## src/hdl/ook_remote_frame_transmitter_assert.svh

```systemverilog
// Assertion macros for the OOK remote frame transmitter.
// Depends on nothing; included by the modules that check their own logic.
`ifndef OOK_REMOTE_FRAME_TRANSMITTER_ASSERT_SVH
`define OOK_REMOTE_FRAME_TRANSMITTER_ASSERT_SVH

// Same-cycle implication, disabled during reset.
`define OOK_ASSERT_NOW(label, clk, rst, ante, cons) \
  label: assert property (@(posedge clk) disable iff (rst) (ante) |-> (cons)) \
    else $error("ook transmitter check failed");

// Next-cycle implication, disabled during reset.
`define OOK_ASSERT_NEXT(label, clk, rst, ante, cons) \
  label: assert property (@(posedge clk) disable iff (rst) (ante) |=> (cons)) \
    else $error("ook transmitter check failed");

`endif

```

## src/hdl/ook_rft_pkg.sv

```systemverilog
// Types and constants for the OOK remote frame transmitter.
// Used by ook_remote_frame_transmitter; depends on nothing.
package ook_rft_pkg;

  // Field widths.
  localparam int unsigned HouseW  = 26;
  localparam int unsigned UnitW   = 4;
  localparam int unsigned FrameW  = 32;
  localparam int unsigned ShortW  = 12;
  localparam int unsigned LongW   = 12;
  localparam int unsigned GapW    = 13;
  localparam int unsigned PauseW  = 20;
  localparam int unsigned RepeatW = 4;
  localparam int unsigned CountW  = 20;
  localparam int unsigned CfgIdxW = 3;
  localparam int unsigned CfgDatW = 20;

  // Register defaults after reset.
  localparam logic [ShortW-1:0]  ShortReset  = 12'd310;
  localparam logic [LongW-1:0]   LongReset   = 12'd1510;
  localparam logic [GapW-1:0]    GapReset    = 13'd3130;
  localparam logic [PauseW-1:0]  PauseReset  = 20'd10000;
  localparam logic [RepeatW-1:0] RepeatReset = 4'd5;

  // Configuration register indexes.
  localparam logic [CfgIdxW-1:0] CfgShort  = 3'd0;
  localparam logic [CfgIdxW-1:0] CfgLong   = 3'd1;
  localparam logic [CfgIdxW-1:0] CfgGap    = 3'd2;
  localparam logic [CfgIdxW-1:0] CfgPause  = 3'd3;
  localparam logic [CfgIdxW-1:0] CfgRepeat = 3'd4;

  // Input operation codes.
  localparam logic OpTick  = 1'b0;
  localparam logic OpStart = 1'b1;

  // Waveform phases.
  typedef enum logic [2:0] {
    PH_IDLE  = 3'd0,
    PH_START = 3'd1,
    PH_GAP   = 3'd2,
    PH_DATA  = 3'd3,
    PH_STOP  = 3'd4,
    PH_PAUSE = 3'd5
  } phase_t;

  // Input beat.
  typedef struct packed {
    logic              operation;
    logic [HouseW-1:0] house_code;
    logic [UnitW-1:0]  unit_code;
    logic              turn_on;
  } in_beat_t;

  // Result beat.
  typedef struct packed {
    logic rf_line;
    logic busy_res;
    logic start_refused;
    logic finished;
  } out_beat_t;

  // A length of zero counts as one tick.
  function automatic logic [CountW-1:0] at_least_one(input logic [CountW-1:0] v);
    at_least_one = (v == '0) ? CountW'(1) : v;
  endfunction

endpackage

```

## src/hdl/ook_remote_frame_transmitter.sv

```systemverilog
// OOK remote frame transmitter, one beat per cycle while no stalled result waits;
// each result beat is registered in the cycle after its input beat is accepted.
// The next-state logic between the state and result registers is a single 20-bit
// increment and compare. Synchronous active-high reset sets the line low, the
// phase idle and the configuration registers to their defaults; no clearing pass
// is needed. Depends on ook_rft_pkg and ook_remote_frame_transmitter_assert.svh.
`include "ook_remote_frame_transmitter_assert.svh"

module ook_remote_frame_transmitter
  import ook_rft_pkg::*;
(
  input  logic                clk,
  input  logic                rst,
  input  logic                in_valid,
  output logic                in_stall,
  input  in_beat_t            in_data,
  output logic                out_valid,
  input  logic                out_stall,
  output out_beat_t           out_data,
  input  logic                cfg_valid,
  output logic                cfg_ready,
  input  logic [CfgIdxW-1:0]  cfg_index,
  input  logic [CfgDatW-1:0]  cfg_data
);

  // Configuration registers.
  logic [ShortW-1:0]  short_ticks;
  logic [LongW-1:0]   long_ticks;
  logic [GapW-1:0]    start_gap_ticks;
  logic [PauseW-1:0]  pause_ticks;
  logic [RepeatW-1:0] repeat_count;

  // Waveform state.
  logic [FrameW-1:0]  frame_bits, frame_bits_next;
  phase_t             phase, phase_next;
  logic [4:0]         bit_index, bit_index_next;
  logic [1:0]         sub_pulse, sub_pulse_next;
  logic [CountW-1:0]  tick_count, tick_count_next;
  logic [RepeatW-1:0] repeats_left, repeats_left_next;
  logic               line_level, line_level_next;

  logic               in_accept;
  logic               busy;
  logic               cur_bit;
  logic [CountW-1:0]  seg_len;
  logic [CountW-1:0]  tick_inc;
  logic [RepeatW-1:0] rep_dec;
  out_beat_t          result;

  // The input is held only while a result beat waits and is stalled.
  assign in_stall  = out_valid && out_stall;
  assign in_accept = in_valid && !in_stall;
  assign cfg_ready = 1'b1;
  assign busy      = (phase != PH_IDLE);

  // Configuration writes.
  always_ff @(posedge clk) begin
    if (rst) begin
      short_ticks     <= ShortReset;
      long_ticks      <= LongReset;
      start_gap_ticks <= GapReset;
      pause_ticks     <= PauseReset;
      repeat_count    <= RepeatReset;
    end else if (cfg_valid && cfg_ready) begin
      unique case (cfg_index)
        CfgShort:  short_ticks     <= cfg_data[ShortW-1:0];
        CfgLong:   long_ticks      <= cfg_data[LongW-1:0];
        CfgGap:    start_gap_ticks <= cfg_data[GapW-1:0];
        CfgPause:  pause_ticks     <= cfg_data[PauseW-1:0];
        CfgRepeat: repeat_count    <= cfg_data[RepeatW-1:0];
        default: begin
        end
      endcase
    end
  end

  // Length of the segment now being sent.
  assign cur_bit = frame_bits[5'(FrameW - 1) - bit_index];

  always_comb begin
    unique case (phase)
      PH_START, PH_STOP: seg_len = at_least_one(CountW'(short_ticks));
      PH_GAP:            seg_len = at_least_one(CountW'(start_gap_ticks));
      PH_PAUSE:          seg_len = CountW'(pause_ticks);
      PH_DATA: begin
        if ((sub_pulse == 2'd1 && cur_bit) || (sub_pulse == 2'd3 && !cur_bit)) begin
          seg_len = at_least_one(CountW'(long_ticks));
        end else begin
          seg_len = at_least_one(CountW'(short_ticks));
        end
      end
      default:           seg_len = CountW'(1);
    endcase
  end

  assign tick_inc = tick_count + CountW'(1);
  assign rep_dec  = repeats_left - RepeatW'(1);

  // Next-state logic for one accepted beat.
  always_comb begin
    frame_bits_next   = frame_bits;
    phase_next        = phase;
    bit_index_next    = bit_index;
    sub_pulse_next    = sub_pulse;
    tick_count_next   = tick_count;
    repeats_left_next = repeats_left;
    line_level_next   = line_level;
    if (in_accept) begin
      priority if (in_data.operation == OpStart) begin
        if (!busy) begin
          frame_bits_next   = {in_data.house_code, 1'b0, in_data.turn_on, in_data.unit_code};
          repeats_left_next = (repeat_count == '0) ? RepeatW'(1) : repeat_count;
          phase_next        = PH_START;
          bit_index_next    = '0;
          sub_pulse_next    = '0;
          tick_count_next   = '0;
          line_level_next   = 1'b1;
        end
      end else if (!busy) begin
        phase_next      = PH_IDLE;
        line_level_next = 1'b0;
      end else if (tick_inc >= seg_len) begin
        tick_count_next = '0;
        unique case (phase)
          PH_START: begin
            phase_next      = PH_GAP;
            line_level_next = 1'b0;
          end
          PH_GAP: begin
            phase_next      = PH_DATA;
            bit_index_next  = '0;
            sub_pulse_next  = '0;
            line_level_next = 1'b1;
          end
          PH_DATA: begin
            priority if (sub_pulse != 2'd3) begin
              sub_pulse_next  = sub_pulse + 2'd1;
              line_level_next = ~sub_pulse_next[0];
            end else if (bit_index != 5'd31) begin
              bit_index_next  = bit_index + 5'd1;
              sub_pulse_next  = '0;
              line_level_next = 1'b1;
            end else begin
              phase_next      = PH_STOP;
              sub_pulse_next  = '0;
              line_level_next = 1'b1;
            end
          end
          default: begin
            // Stop pulse with a pause goes to the pause; otherwise the frame ends.
            line_level_next = 1'b0;
            if (phase == PH_STOP && pause_ticks != '0) begin
              phase_next = PH_PAUSE;
            end else begin
              repeats_left_next = rep_dec;
              if (rep_dec == '0) begin
                phase_next = PH_IDLE;
              end else begin
                phase_next      = PH_START;
                bit_index_next  = '0;
                sub_pulse_next  = '0;
                line_level_next = 1'b1;
              end
            end
          end
        endcase
      end else begin
        tick_count_next = tick_inc;
      end
    end
  end

  // Result fields for the beat being accepted.
  always_comb begin
    result.rf_line       = line_level_next;
    result.busy_res      = (phase_next != PH_IDLE);
    result.start_refused = in_data.operation == OpStart && busy;
    result.finished      = in_data.operation == OpTick && busy && phase_next == PH_IDLE;
  end

  // State registers.
  always_ff @(posedge clk) begin
    if (rst) begin
      frame_bits   <= '0;
      phase        <= PH_IDLE;
      bit_index    <= '0;
      sub_pulse    <= '0;
      tick_count   <= '0;
      repeats_left <= '0;
      line_level   <= 1'b0;
    end else begin
      frame_bits   <= frame_bits_next;
      phase        <= phase_next;
      bit_index    <= bit_index_next;
      sub_pulse    <= sub_pulse_next;
      tick_count   <= tick_count_next;
      repeats_left <= repeats_left_next;
      line_level   <= line_level_next;
    end
  end

  // Result register: loads on every accepted beat, empties when taken.
  always_ff @(posedge clk) begin
    if (rst) begin
      out_valid <= 1'b0;
    end else if (in_accept) begin
      out_valid <= 1'b1;
    end else if (!out_stall) begin
      out_valid <= 1'b0;
    end
  end

  always_ff @(posedge clk) begin
    if (in_accept) begin
      out_data <= result;
    end
  end

  // Checks on the waveform state and the result register.
  `OOK_ASSERT_NOW(a_idle_line_low, clk, rst, phase == PH_IDLE, !line_level)
  `OOK_ASSERT_NOW(a_sub_only_in_data, clk, rst, phase != PH_DATA, sub_pulse == 2'd0)
  `OOK_ASSERT_NOW(a_finish_goes_idle, clk, rst, out_valid && out_data.finished,
                  !out_data.busy_res && !out_data.rf_line)
  `OOK_ASSERT_NOW(a_refused_stays_busy, clk, rst, out_valid && out_data.start_refused,
                  out_data.busy_res)
  `OOK_ASSERT_NEXT(a_start_loads, clk, rst,
                   in_accept && in_data.operation == OpStart && !busy,
                   phase == PH_START && line_level && repeats_left != '0)

endmodule

```

## config.mk

```make
export PLATFORM = sky130hd
export DESIGN_NAME = ook_remote_frame_transmitter
export DESIGN_NICKNAME = d
export VERILOG_FILES = /design/src/hdl/ook_rft_pkg.sv /design/src/hdl/ook_remote_frame_transmitter.sv
export VERILOG_INCLUDE_DIRS = /design/src /design/src/hdl
export SDC_FILE = /design/constraint.sdc
export NUM_CORES = 1
export LEC_CHECK = 0
export ABC_AREA = 0
export BUFFER_PORTS_ARGS = -buffer_cell sky130_fd_sc_hd__buf_2
export CORE_ASPECT_RATIO = 1.25
export CORE_MARGIN = 1.5
export CORE_UTILIZATION = 55
export CTS_CLUSTER_SIZE = 40
export DETAILED_ROUTE_END_ITERATION = 8
export PLACE_DENSITY = 0.76
export SETUP_SLACK_MARGIN = 0.02
export SLEW_MARGIN = 10
export SYNTH_ARGS = -nofsm -noshare
export SYNTH_HDL_FRONTEND = slang
export SYNTH_SLANG_ARGS = --single-unit
```

## constraint.sdc

```tcl
create_clock -name clk -period 5.61 [get_ports clk]
set_input_delay 1.122 -clock clk [delete_from_list [all_inputs] [get_ports clk]]
set_output_delay 1.122 -clock clk [all_outputs]
set_load 0.01 [all_outputs]
```

* Word-level counts from Yosys, hierarchy flattened
Cells that the tools add are included.
Storage, ports and cells: flip-flop bits (word level) 132, bits in latches 0, bits in writable memories 0, bits in read-only memories 0, bits of input ports 60, output and inout bits 7, memories kept 0
Operators by class: $add $sub $neg 5, multiply operators 0, div/mod/pow operators 0, $lt $le $gt $ge 2, eq/ne operators 22, shifts and indexed selects 0, multiplexer cells 56, bitwise gates (word level) 3, reduce and logical (&&, ||, !) cells 35
Operators by type and width (count):
- two-way mux 20 bit | 4
- one-hot mux 20 bit (4 select lines) | 1
- two-way mux 5 bit | 8
- two-way mux 12 bit | 3
- two-way mux 4 bit | 7
- logical NOT 12 bit | 2
- two-way mux 3 bit | 8
- adder 20 x 1 -> 20 bit (second input constant) | 1
- greater-or-equal comparator 20 bit | 1
- nonzero test 20 bit | 1
- one-hot mux 5 bit (3 select lines) | 1
- two-way mux 2 bit | 7
- logical NOT 13 bit | 1
- two-way mux 13 bit | 1
- equality test 3 x 2 -> 1 bit (second input constant) | 4
- two-way mux 1 bit | 12
- AND reduction 2 bit | 5
- equality test 3 bit (second input constant) | 3
- one-hot mux 3 bit (3 select lines) | 1
- AND reduction 9 bit | 1
- logical AND 1 bit | 8
- logical NOT 4 bit | 2
- != test 2 bit (second input constant) | 4
- != test 4 x 2 -> 1 bit (second input constant) | 2
- other kinds (25) | 35

* Longest topological paths before layout
Gate-level depths: netlist of run 1.
depth in word-level cells 15, depth in mapped cells 17, mapped depth without buffers 13

* Least setup slack after synthesis of run 1
Ideal clock, no wire load.
path kind register to register, start point reg bit_index[1], end point reg repeats_left[1], setup time 121 ps, data arrival time 4252 ps, required time 5489 ps, slack 1237 ps, stages on the path, launching flop included 17, buffers on the path 3, clock period less this slack 4373 ps, cells stage by stage dfxtp_1 -> buf_2 -> mux2_2 -> a221oi_1 -> o22ai_1 -> nor2_1 -> mux2i_1 -> buf_1 -> a221oi_2 -> ha_1 -> a21oi_1 -> a21boi_0 -> o31a_1 -> a211oi_1 -> clkbuf_1 -> o21a_1 -> mux2_2
On the way: longest elaborated chain between the ends 11, elaborated cells between the ends (all ways) 12
RTL lines:
- from (decl) | RTL line ook_remote_frame_transmitter.sv:36 | logic [4:0] bit_index, bit_index_next;
- from (signal assigned) | RTL line ook_remote_frame_transmitter.sv:194 | bit_index <= bit_index_next;
- subtractor 5 bit (*) | RTL line ook_remote_frame_transmitter.sv:78 | assign cur_bit = frame_bits[5'(FrameW - 1) - bit_index];
- binary-select mux 1 bit (select 5 bit) (*) | RTL line ook_remote_frame_transmitter.sv:78
- two-way mux 1 bit (not written as such) (*) | RTL line ook_remote_frame_transmitter.sv:78
- logical NOT 1 bit | RTL line ook_remote_frame_transmitter.sv:86 | if ((sub_pulse == 2'd1 && cur_bit) || (sub_pulse == 2'd3 && !cur_bit)) begin
- logical AND 1 bit | RTL line ook_remote_frame_transmitter.sv:86
- logical OR 1 bit (*) | RTL line ook_remote_frame_transmitter.sv:86
- two-way mux 12 bit (*) | RTL line ook_remote_frame_transmitter.sv:86
- one-hot mux 20 bit (4 select lines) (*) | RTL line ook_remote_frame_transmitter.sv:81 | unique case (phase)
- greater-or-equal comparator 20 bit (*) | RTL line ook_remote_frame_transmitter.sv:122 | end else if (tick_inc >= seg_len) begin
- nonzero test 2 bit (no source line) (*)
- AND reduction 6 bit (no source line) (*)
- to (signal assigned) | RTL line ook_remote_frame_transmitter.sv:197 | repeats_left <= repeats_left_next;
- to (decl) | RTL line ook_remote_frame_transmitter.sv:39 | logic [RepeatW-1:0] repeats_left, repeats_left_next;
Mark *: on every way between the ends. The rest lies on a longest branch, timed or not. The select of a mux whose other input is x is not followed. A chain may end at the register's enable or synchronous reset.

* Worst setup path after layout of run 1
start point reg bit_index[0], end point reg tick_count[16]
On the way: longest elaborated chain between the ends 12, elaborated cells between the ends (all ways) 13
RTL lines:
- subtractor 5 bit (*) | RTL line ook_remote_frame_transmitter.sv:78
- binary-select mux 1 bit (select 5 bit) (*) | RTL line ook_remote_frame_transmitter.sv:78
- two-way mux 1 bit (not written as such) (*) | RTL line ook_remote_frame_transmitter.sv:78
- logical NOT 1 bit | RTL line ook_remote_frame_transmitter.sv:86
- logical AND 1 bit | RTL line ook_remote_frame_transmitter.sv:86
- logical OR 1 bit (*) | RTL line ook_remote_frame_transmitter.sv:86
- two-way mux 12 bit (*) | RTL line ook_remote_frame_transmitter.sv:86
- one-hot mux 20 bit (4 select lines) (*) | RTL line ook_remote_frame_transmitter.sv:81
- greater-or-equal comparator 20 bit (*) | RTL line ook_remote_frame_transmitter.sv:122
- two-way mux 20 bit (*) | RTL line ook_remote_frame_transmitter.sv:122
- two-way mux 20 bit (*) | RTL line ook_remote_frame_transmitter.sv:119 | end else if (!busy) begin
- two-way mux 20 bit (*) | RTL line ook_remote_frame_transmitter.sv:109 | priority if (in_data.operation == OpStart) begin
- to (signal assigned) | RTL line ook_remote_frame_transmitter.sv:196 | tick_count <= tick_count_next;
- to (decl) | RTL line ook_remote_frame_transmitter.sv:38 | logic [CountW-1:0] tick_count, tick_count_next;
Marks and branches as above.

==> results of run 1 <==
-- critical path, cell delays in order (launching register included) --
cell       delay (ps)
dfxtp_1           620
mux4_1            610
a221oi_1          310
nor2_1            120
or3b_4            420
a211o_1           270
a31o_1            220
ha_1              260
nand2b_1          140
a2111oi_0         480
o31ai_1           220
a211o_1           520
nor3_1            450
buf_4             220
a32o_1            130
-- cells in the mapped netlist (all sizes together) (2+ instances only) --
library cell  number
a22oi             13
a2111oi            2
and3               7
a21oi             91
o31ai              6
mux2               3
nand2            232
ha                31
a31o               8
o211ai             5
a221oi            14
o41ai              2
buf               12
a32oi              2
edfxtp             4
nor3              18
nand4             19
a211o              2
nor2b              4
nor2              34
inv               19
o21ai             25
and4               2
or3                2
dfxtp            128
nand2b             6
xnor2             13
a32o              11
o21a               3
mux2i              7
mux4               7
a21o               2
and2               5
xor2               6
a211oi             5
o2111ai            2
nor3b              2
a31oi             11
nor4              18
clkbuf            48
or4                3
o32ai              2
nand3             38
-- per-stage QoR --
step	cell area (µm²)	hold WS (ps)
2_1_floorplan	7084	431.5
3_3_place_gp	7430	445.3
3_5_place_dp	7430	447.4
4_1_cts	8011	456.5
5_1_grt	8011	473.7
6_report	8011	453.5
-- state kept, by name, indices dropped and copies added (netlist names), 5 cells and up --
| name | flops |
|---|---|
| tick_count | 20 |
| bit_index | 5 |
| long_ticks | 12 |
| short_ticks | 12 |
| start_gap_ticks | 13 |
| frame_bits | 31 |
| pause_ticks | 20 |
-- power groups by stage --
| stage | Sequential [W] | Clock, W | Combinational, W |
|---|---|---|---|
| final | 0.00110 | 0.00108 | 0.000661 |
| after global routing | 0.00110 | 0.00114 | 0.000723 |
| after CTS | 0.00109 | 0.00110 | 0.000650 |
| after detailed placement | 0.00111 | 0 | 0.000645 |
| after global placement | 0.00111 | 0 | 0.000631 |
| after floorplan | 0.00109 | 0 | 0.000474 |
-- logic make-up after synthesis --
family | Yosys count | synth area share, %
AO/OA/AOI/OAI | 217 | 20.84
AND/OR/NAND/NOR | 396 | 25.11
XOR/XNOR | 19 | 2.349
other | 1 | 0.05293
flip-flops | 132 | 37.87
adder cells (fa/ha/maj) | 31 | 5.475
buffers and inverters | 79 | 4.504
multiplexers | 17 | 3.797
-- worst max path at each step --
stage	endpoint	slack, ps
floorplan	repeats_left[1]	1240
global placement	tick_count[6]	780
detailed placement	tick_count[14]	720
CTS	tick_count[16]	590
global route	tick_count[16]	280
finish	tick_count[16]	540
-- metal layers --
metal  global-route usage (%)  wire (µm)  share of wire [%]
met1                    33.51       7549                 39
met2                    50.70       9475                 49
met3                    6.294       1198                6.2
met4                    16.83        976                5.1
met5                        0          0                  0
-- final cells by class --
cell class | count | area, µm² | share of cell area (%)
clock buffers | 24 | 513.0 | 6.403
clock inverters | 7 | 68.82 | 0.8590
inverters | 19 | 71.32 | 0.8902
multi-input cells | 681 | 4088 | 51.02
flip-flops and latches | 132 | 2683 | 33.48
well taps | 168 | 210.2 | 2.624
repair buffers | 72 | 377.9 | 4.717
==> run summary, run 1 <==
The smallest setup slack after layout is ~540 ps. After clock tree synthesis, the clock-pin slew on the worst setup and hold paths is ~60 ps. Setup repair after global routing left no endpoint under its margin.

The detailed-route wire length per cell came out at approximately 17 µm. The leakage power of the design is 3.043 nW. The internal portion of the total power is slightly below 0.002 W. The number of global-route vias before repair came out at approximately 6400. The share of total power in sequential cells came out at approximately two fifths. The first-pass GRT wire length came out at about 31000 µm. Once the floorplan was initialized, standard cells occupied 56.20% of the core. Global routing consumed, over all layers together, 29.22% of the routing resources. The number of hold buffers added after CTS was 0. The first detailed-routing pass ran for 7 iterations.

The peak clock frequency supported by timing came out at around 200 MHz. The data arrival time of the critical path is between 5000 and 6000 ps. The mean post-synth cell area came out at slightly below 8 µm². Of the total power, the clock network draws about two fifths.

The TritonCTS clock tree is built. The worst register-to-register path begins at bit_index[0]. The total design power is roughly 0.0028 W. The proportion of total power due to net switching is approximately a third. For this run, the register share of the synthesized area comes to 37.87%. The number of standard cells in the final layout excluding fillers is 1103. The wire length after detailed routing is 19200 µm.

Of all cell types, the one taking the most synthesized area is dfxtp_1. The area enclosed by the die boundary is roughly 14000 µm². The register-to-register setup slack came out at 540 ps. The share of total power in combinational logic came out at 23.3%. The placer congestion estimate came out at 0.8860. The switching power of the nets came out at a little under 0.0009 W. Of the cells placed in the final design, the portion with a size suffix greater than 1 is between 10% and 20%. The most used flip-flop cell after synthesis is dfxtp_1. The most critical setup path has its startpoint at bit_index[0].

Yosys attributes the largest share of cell area to dfxtp_1 (36%), nand2_1 (12%), a21oi_1 (6.4%), ha_1 (5.5%), nand3_1 (2.7%). The placeable core region is about 13000 µm². The number of cells on the worst reg-to-reg path is 14.

Dividing total power by cell area gives a power density of 354.3 nW/µm². CTS placed an instance of clkbuf_16 at the clock tree root. The number of placement rows is between 40 and 50. Detailed routing inserted a total of about 7000 vias. The post-CTS repair timing setup buffer count is 0.

The antenna cell count is 0. The largest buffer count on any clock path came out at 2. Synthesis handed over a netlist of 892 instances. The wire-length estimate of the detail-placed layout is about 13000 µm. The net count of the mapped netlist is ~1000. After detailed routing, the number of remaining DRC violations is 0. Once the clock tree was built, the resizer swapped 0 gates to a different size. The flow ran to the end, and the final reports show no timing, DRC or antenna violations.

The proportion of register bits with asynchronous set or reset after synthesis came out at 0%. The total of max-cap violations came out at 0. The maximum fanout encountered on the critical timing path came out at 15. The synthesized area is roughly 7100 µm². The number of fillers in the final layout is roughly 1200. The ratio of final minimum period to clock period is 90.34%.

The sum of negative setup slack is 0 ps. The terminating pin of the worst hold path is frame_bits[3]. The startpoint of the worst hold path is frame_bits[3]. The min-delay analysis places its worst path in the category flip-flop to flip-flop.

The data required time at the worst endpoint came out at 5980 ps. The type of element launching the critical path is a flip-flop. The number of hold violations in the final report came out at 0. For this design the top-level I/O count stands at 67. Of the post-synthesis cell area, the dominant cell type holds 36.17%.

The number of buffer cells added on primary ports is between 60 and 70. After synthesis the netlist holds a flip-flop and latch count of 132. The clock sink count came out at between 100 and 150. The worst register-to-register path ends at tick_count[16]. The final count of pins violating max slew is 0.

The top cell types in the final layout, fill and taps aside, are nand2_1 (232), dfxtp_1 (128), a21oi_1 (91). Along the worst hold path, the cell count comes to 2. The critical path in this run is classified as flip-flop to flip-flop. The final critical delay including setup and external delays came out at 5068 ps. The count of yosys warnings during synthesis is 0. The width of the die came out at ~100 µm.

The final standard cell utilization of the core came out at between 60% and 70%. The worst setup path is captured at a flip-flop. The clock network latency to the later pin of the worst-skew pair came out at between 400 and 500 ps. The via density per instance came out at roughly 6.2. The worst clock skew came out at roughly 13 ps. The transition at the pin with the smallest max-transition slack is around 970 ps. Across the VDD grid, the largest voltage drop is ~240 µV. The remaining number of nets flagged by the antenna check after routing came out at 0. The detailed router finished its first iteration with around 560 violations. The synthesized netlist contains 69 unique library cells. The library cell used most frequently in the layout, excluding fill and tap cells, is nand2_1.

The number of antenna violations at the first check in global routing came out at 0. After global routing the overflow that remains totals 0. The relative slew slack came out at between 30% and 40%. The number of enable-type register cells in the synthesized netlist is 4. The placed instance count came out at 1072.

The net count reported at finish came out at between 1000 and 1500. In this run, CTS created clock tree buffers numbering 17. Relative to the synthesized area, the layout overhead comes to 13.09%. The number of H-tree branching levels is 4.

Entering global routing, the biggest net connects 59 pins. The die height came out at about 130 µm. At the placement stage, the worst setup path has a slack of between 700 and 800 ps. Setup violations remaining at the end of the flow were counted as 0.
(Power assumes the default switching activity.)
==> run 2: changes to the inputs <==
- CORE_ASPECT_RATIO: 1.25 -> not set
- GPL_ROUTABILITY_DRIVEN: not set -> 0
==> run 2 against run 1 <==
  * Via count is 2.2% lower
  * Worst hold slack barely moved
  * Non-clock buffer count is 2 higher
  * Maximum frequency rose by 3.2%
  * Global-route usage is 0.25 points lower
  * Largest cell class unchanged
==> run summary, run 2 (synthesized netlist as in run 1, its figures left out) <==
The total power density per cell area came out at 358.2 nW/µm². The final critical delay including setup and external delays came out at between 4000 and 5000 ps. The leakage power of the design is a little over 3 nW. The share of total power in combinational logic came out at a little under a quarter. The storage element area is approximately 2700 µm².

The repair_antennas step left the layout with diodes totalling 0. The clock sink count came out at ~130. After clock tree synthesis, the clock-pin slew on the worst setup and hold paths is about 60 ps. The critical path's largest stage delay came out at about 630 ps.

Of all nets on the critical path, the largest fanout is 15. The number of buffer cells added on primary ports came out at between 60 and 70. The largest registers in the layout are frame_bits (31), pause_ticks (20), tick_count (20). The worst setup path is launched from a flip-flop.

The most frequent standard cell in the layout excluding fill and tap cells is nand2_1. The slowest stage of the critical path belongs to the cell dfxtp_1. The relative slew slack is between 20% and 30%.

At the end of the flow, the number of nets in the layout was about 1000. The count of vias placed by the detailed router came out at approximately 6700. The number of antenna violations at the first check in global routing is 0.

The first detailed-routing pass took 5 iterations. The share of layout cells above drive strength 1 came out at around 14%. The die is ~120 µm tall. Walking the worst path, the cells encountered are mux4_1 -> a221oi_1 -> nor2_1 -> or3b_4 -> a211o_1 -> a31o_1 -> ha_1 -> nand2b_1 -> a2111oi_0 -> o31ai_1 -> a211o_1 -> or4_1 -> a21oi_1. Net switching is ~33% of the power. The later pin in the worst-skew pair is clocked with a latency of between 400 and 500 ps. The first-pass GRT wire length came out at 30340 µm.

The pin count of the biggest net entering global routing is 99. The number of placement rows is 41. Global routing consumed, over all layers together, between 20 and 30% of the routing resources.

The number of hold violations in the final report is 0. In the final layout, the multi-input gates occupy roughly 4000 µm². The number of standard cells in the final layout excluding fillers is 1110.

The post-CTS repair timing setup buffer count is 0. From left edge to right edge, the die measures around 120 µm. The met2 usage came out at 42.39%. The cell depth of the worst min-delay path is 2. For met1 alone, demand over resource in global routing was between 40% and 50%. The detailed-route wire length per cell is 16.97 µm.

The H-tree was split into 4 levels. The detailed router finished its first iteration with 736 violations. The ratio of final minimum period to clock period came out at 87.53%.

The flow ran to the end, and the final reports show no timing, DRC or antenna violations. The worst clock skew is approximately 11 ps. Setup repair after global routing left no endpoint under its margin. The critical path class is flip-flop to flip-flop.

The placed wire-length estimate after detailed placement is roughly 13000 µm. The number of fillers in the final layout came out at 1135. The TritonCTS clock tree is built. The final count of pins violating max slew came out at 0.

After detailed placement, the design holds a cell count of ~1100. The worst-case IR drop observed on VDD is 296.7 µV. The most numerous cell type found on the critical path is a211o_1.

The register with the highest flop count is frame_bits. The count of pins on the block boundary is 67. Total power for the finished layout comes to 0.002881 W. The sum of negative setup slack is 0 ps. The switching power of the nets came out at roughly 0.00094 W. The internal power is around 0.0019 W. In the layout the commonest cells are nand2_1 (232), dfxtp_1 (128), a21oi_1 (91). The met3 global-route usage is 7.006%. At the worst endpoint, the arrival time is between 5000 and 6000 ps. The number of gates resized after cts came out at 0. The flip-flop count of the largest register after layout is 31. The length in cells of the worst reg-to-reg path is 13. The tree is rooted in a clkbuf_16. The number of global-route vias before repair was a little under 6000.

The detail route stage leaves a number of antenna-violating nets equal to 0. The floorplan step defined a die boundary enclosing ~14000 µm². The endpoint type of the worst setup path is a flip-flop. The layer with the highest usage is met1. The tightest min-delay check is of the flip-flop to flip-flop type. The data required time at the worst endpoint came out at just under 6000 ps.

Per report_power, the clock group accounts for approximately two fifths of the total. The total grt overflow came out at 0. The starting utilization of the core area came out at a little under three fifths. Using the TritonRoute via totals, the vias-per-cell ratio works out to between 6 and 7. The placeable core region is 12570 µm². Setup violations remaining at the end of the flow were counted as 0. The layout overhead on the synthesized area is 13.53%. Of the total power, registers draw 37.8%. The number of DRC violations after detailed routing is 0. The CTS buffer count came out at 17. In this run, post-CTS hold repair placed 0 buffers. The tool flagged a number of max-cap violations equal to 0. The peak clock frequency supported by timing is slightly above 200 MHz. The final standard cell utilization of the core came out at ~64%.

The largest buffer count on any clock path is 2. At the pin with the least slew margin, the transition time is between 1000 and 1500 ps. The wire length after detailed routing is 18830 µm.
## run 2: power groups by stage
stage	Combinational [W]	Clock [W]	Sequential, W
3_5_place_dp	0.000661	0	0.00111
5_1_grt	0.000741	0.00117	0.00110
6_report	0.000675	0.00112	0.00109
4_1_cts	0.000664	0.00112	0.00109
2_1_floorplan	0.000474	0	0.00109
3_3_place_gp	0.000648	0	0.00110
## run 2: routing by layer
metal / up-vias / part of all wire (%)
met5: - / 0
met4: 0 / 1.3
met3: 23 / 7.4
met2: 255 / 43
met1: 3125 / 48
li1: 3283 / -
## run 2: critical path: cells and delay by family (launching register included)
kind	cells	cell delay, ps
AOI/OAI and AO/OA	7	2090
adders and majority gates	1	260
DFF	1	630
muxes	1	610
and+or+nand+nor	4	1230
## run 2: per-stage QoR
step	worst slack [ps]	hold WS, ps	area, µm²
after floorplan	1237	431.5	7084
after global placement	810.7	443.8	7452
after detailed placement	776.4	447.8	7452
after CTS	732.4	457.0	8043
after global routing	326.3	468.1	8043
final	699.4	454.0	8043
## run 2: worst paths after layout
kind                        from        endpoint  slack (ps)
setup / recovery    bit_index[0]   tick_count[0]         700
hold reg to reg   frame_bits[19]  frame_bits[19]         450
setup reg to reg    bit_index[0]   tick_count[0]         700
hold / removal    frame_bits[19]  frame_bits[19]         450
## run 2: layout make-up
cell class | instances | share of cell area (%)
Multi-Input combinational cell | 681 | 50.82
Sequential cell | 132 | 33.35
Clock buffer | 19 | 5.507
Timing Repair Buffer | 74 | 4.916
Tap cell | 172 | 2.676
Clock inverter | 13 | 1.836
Inverter | 19 | 0.8867
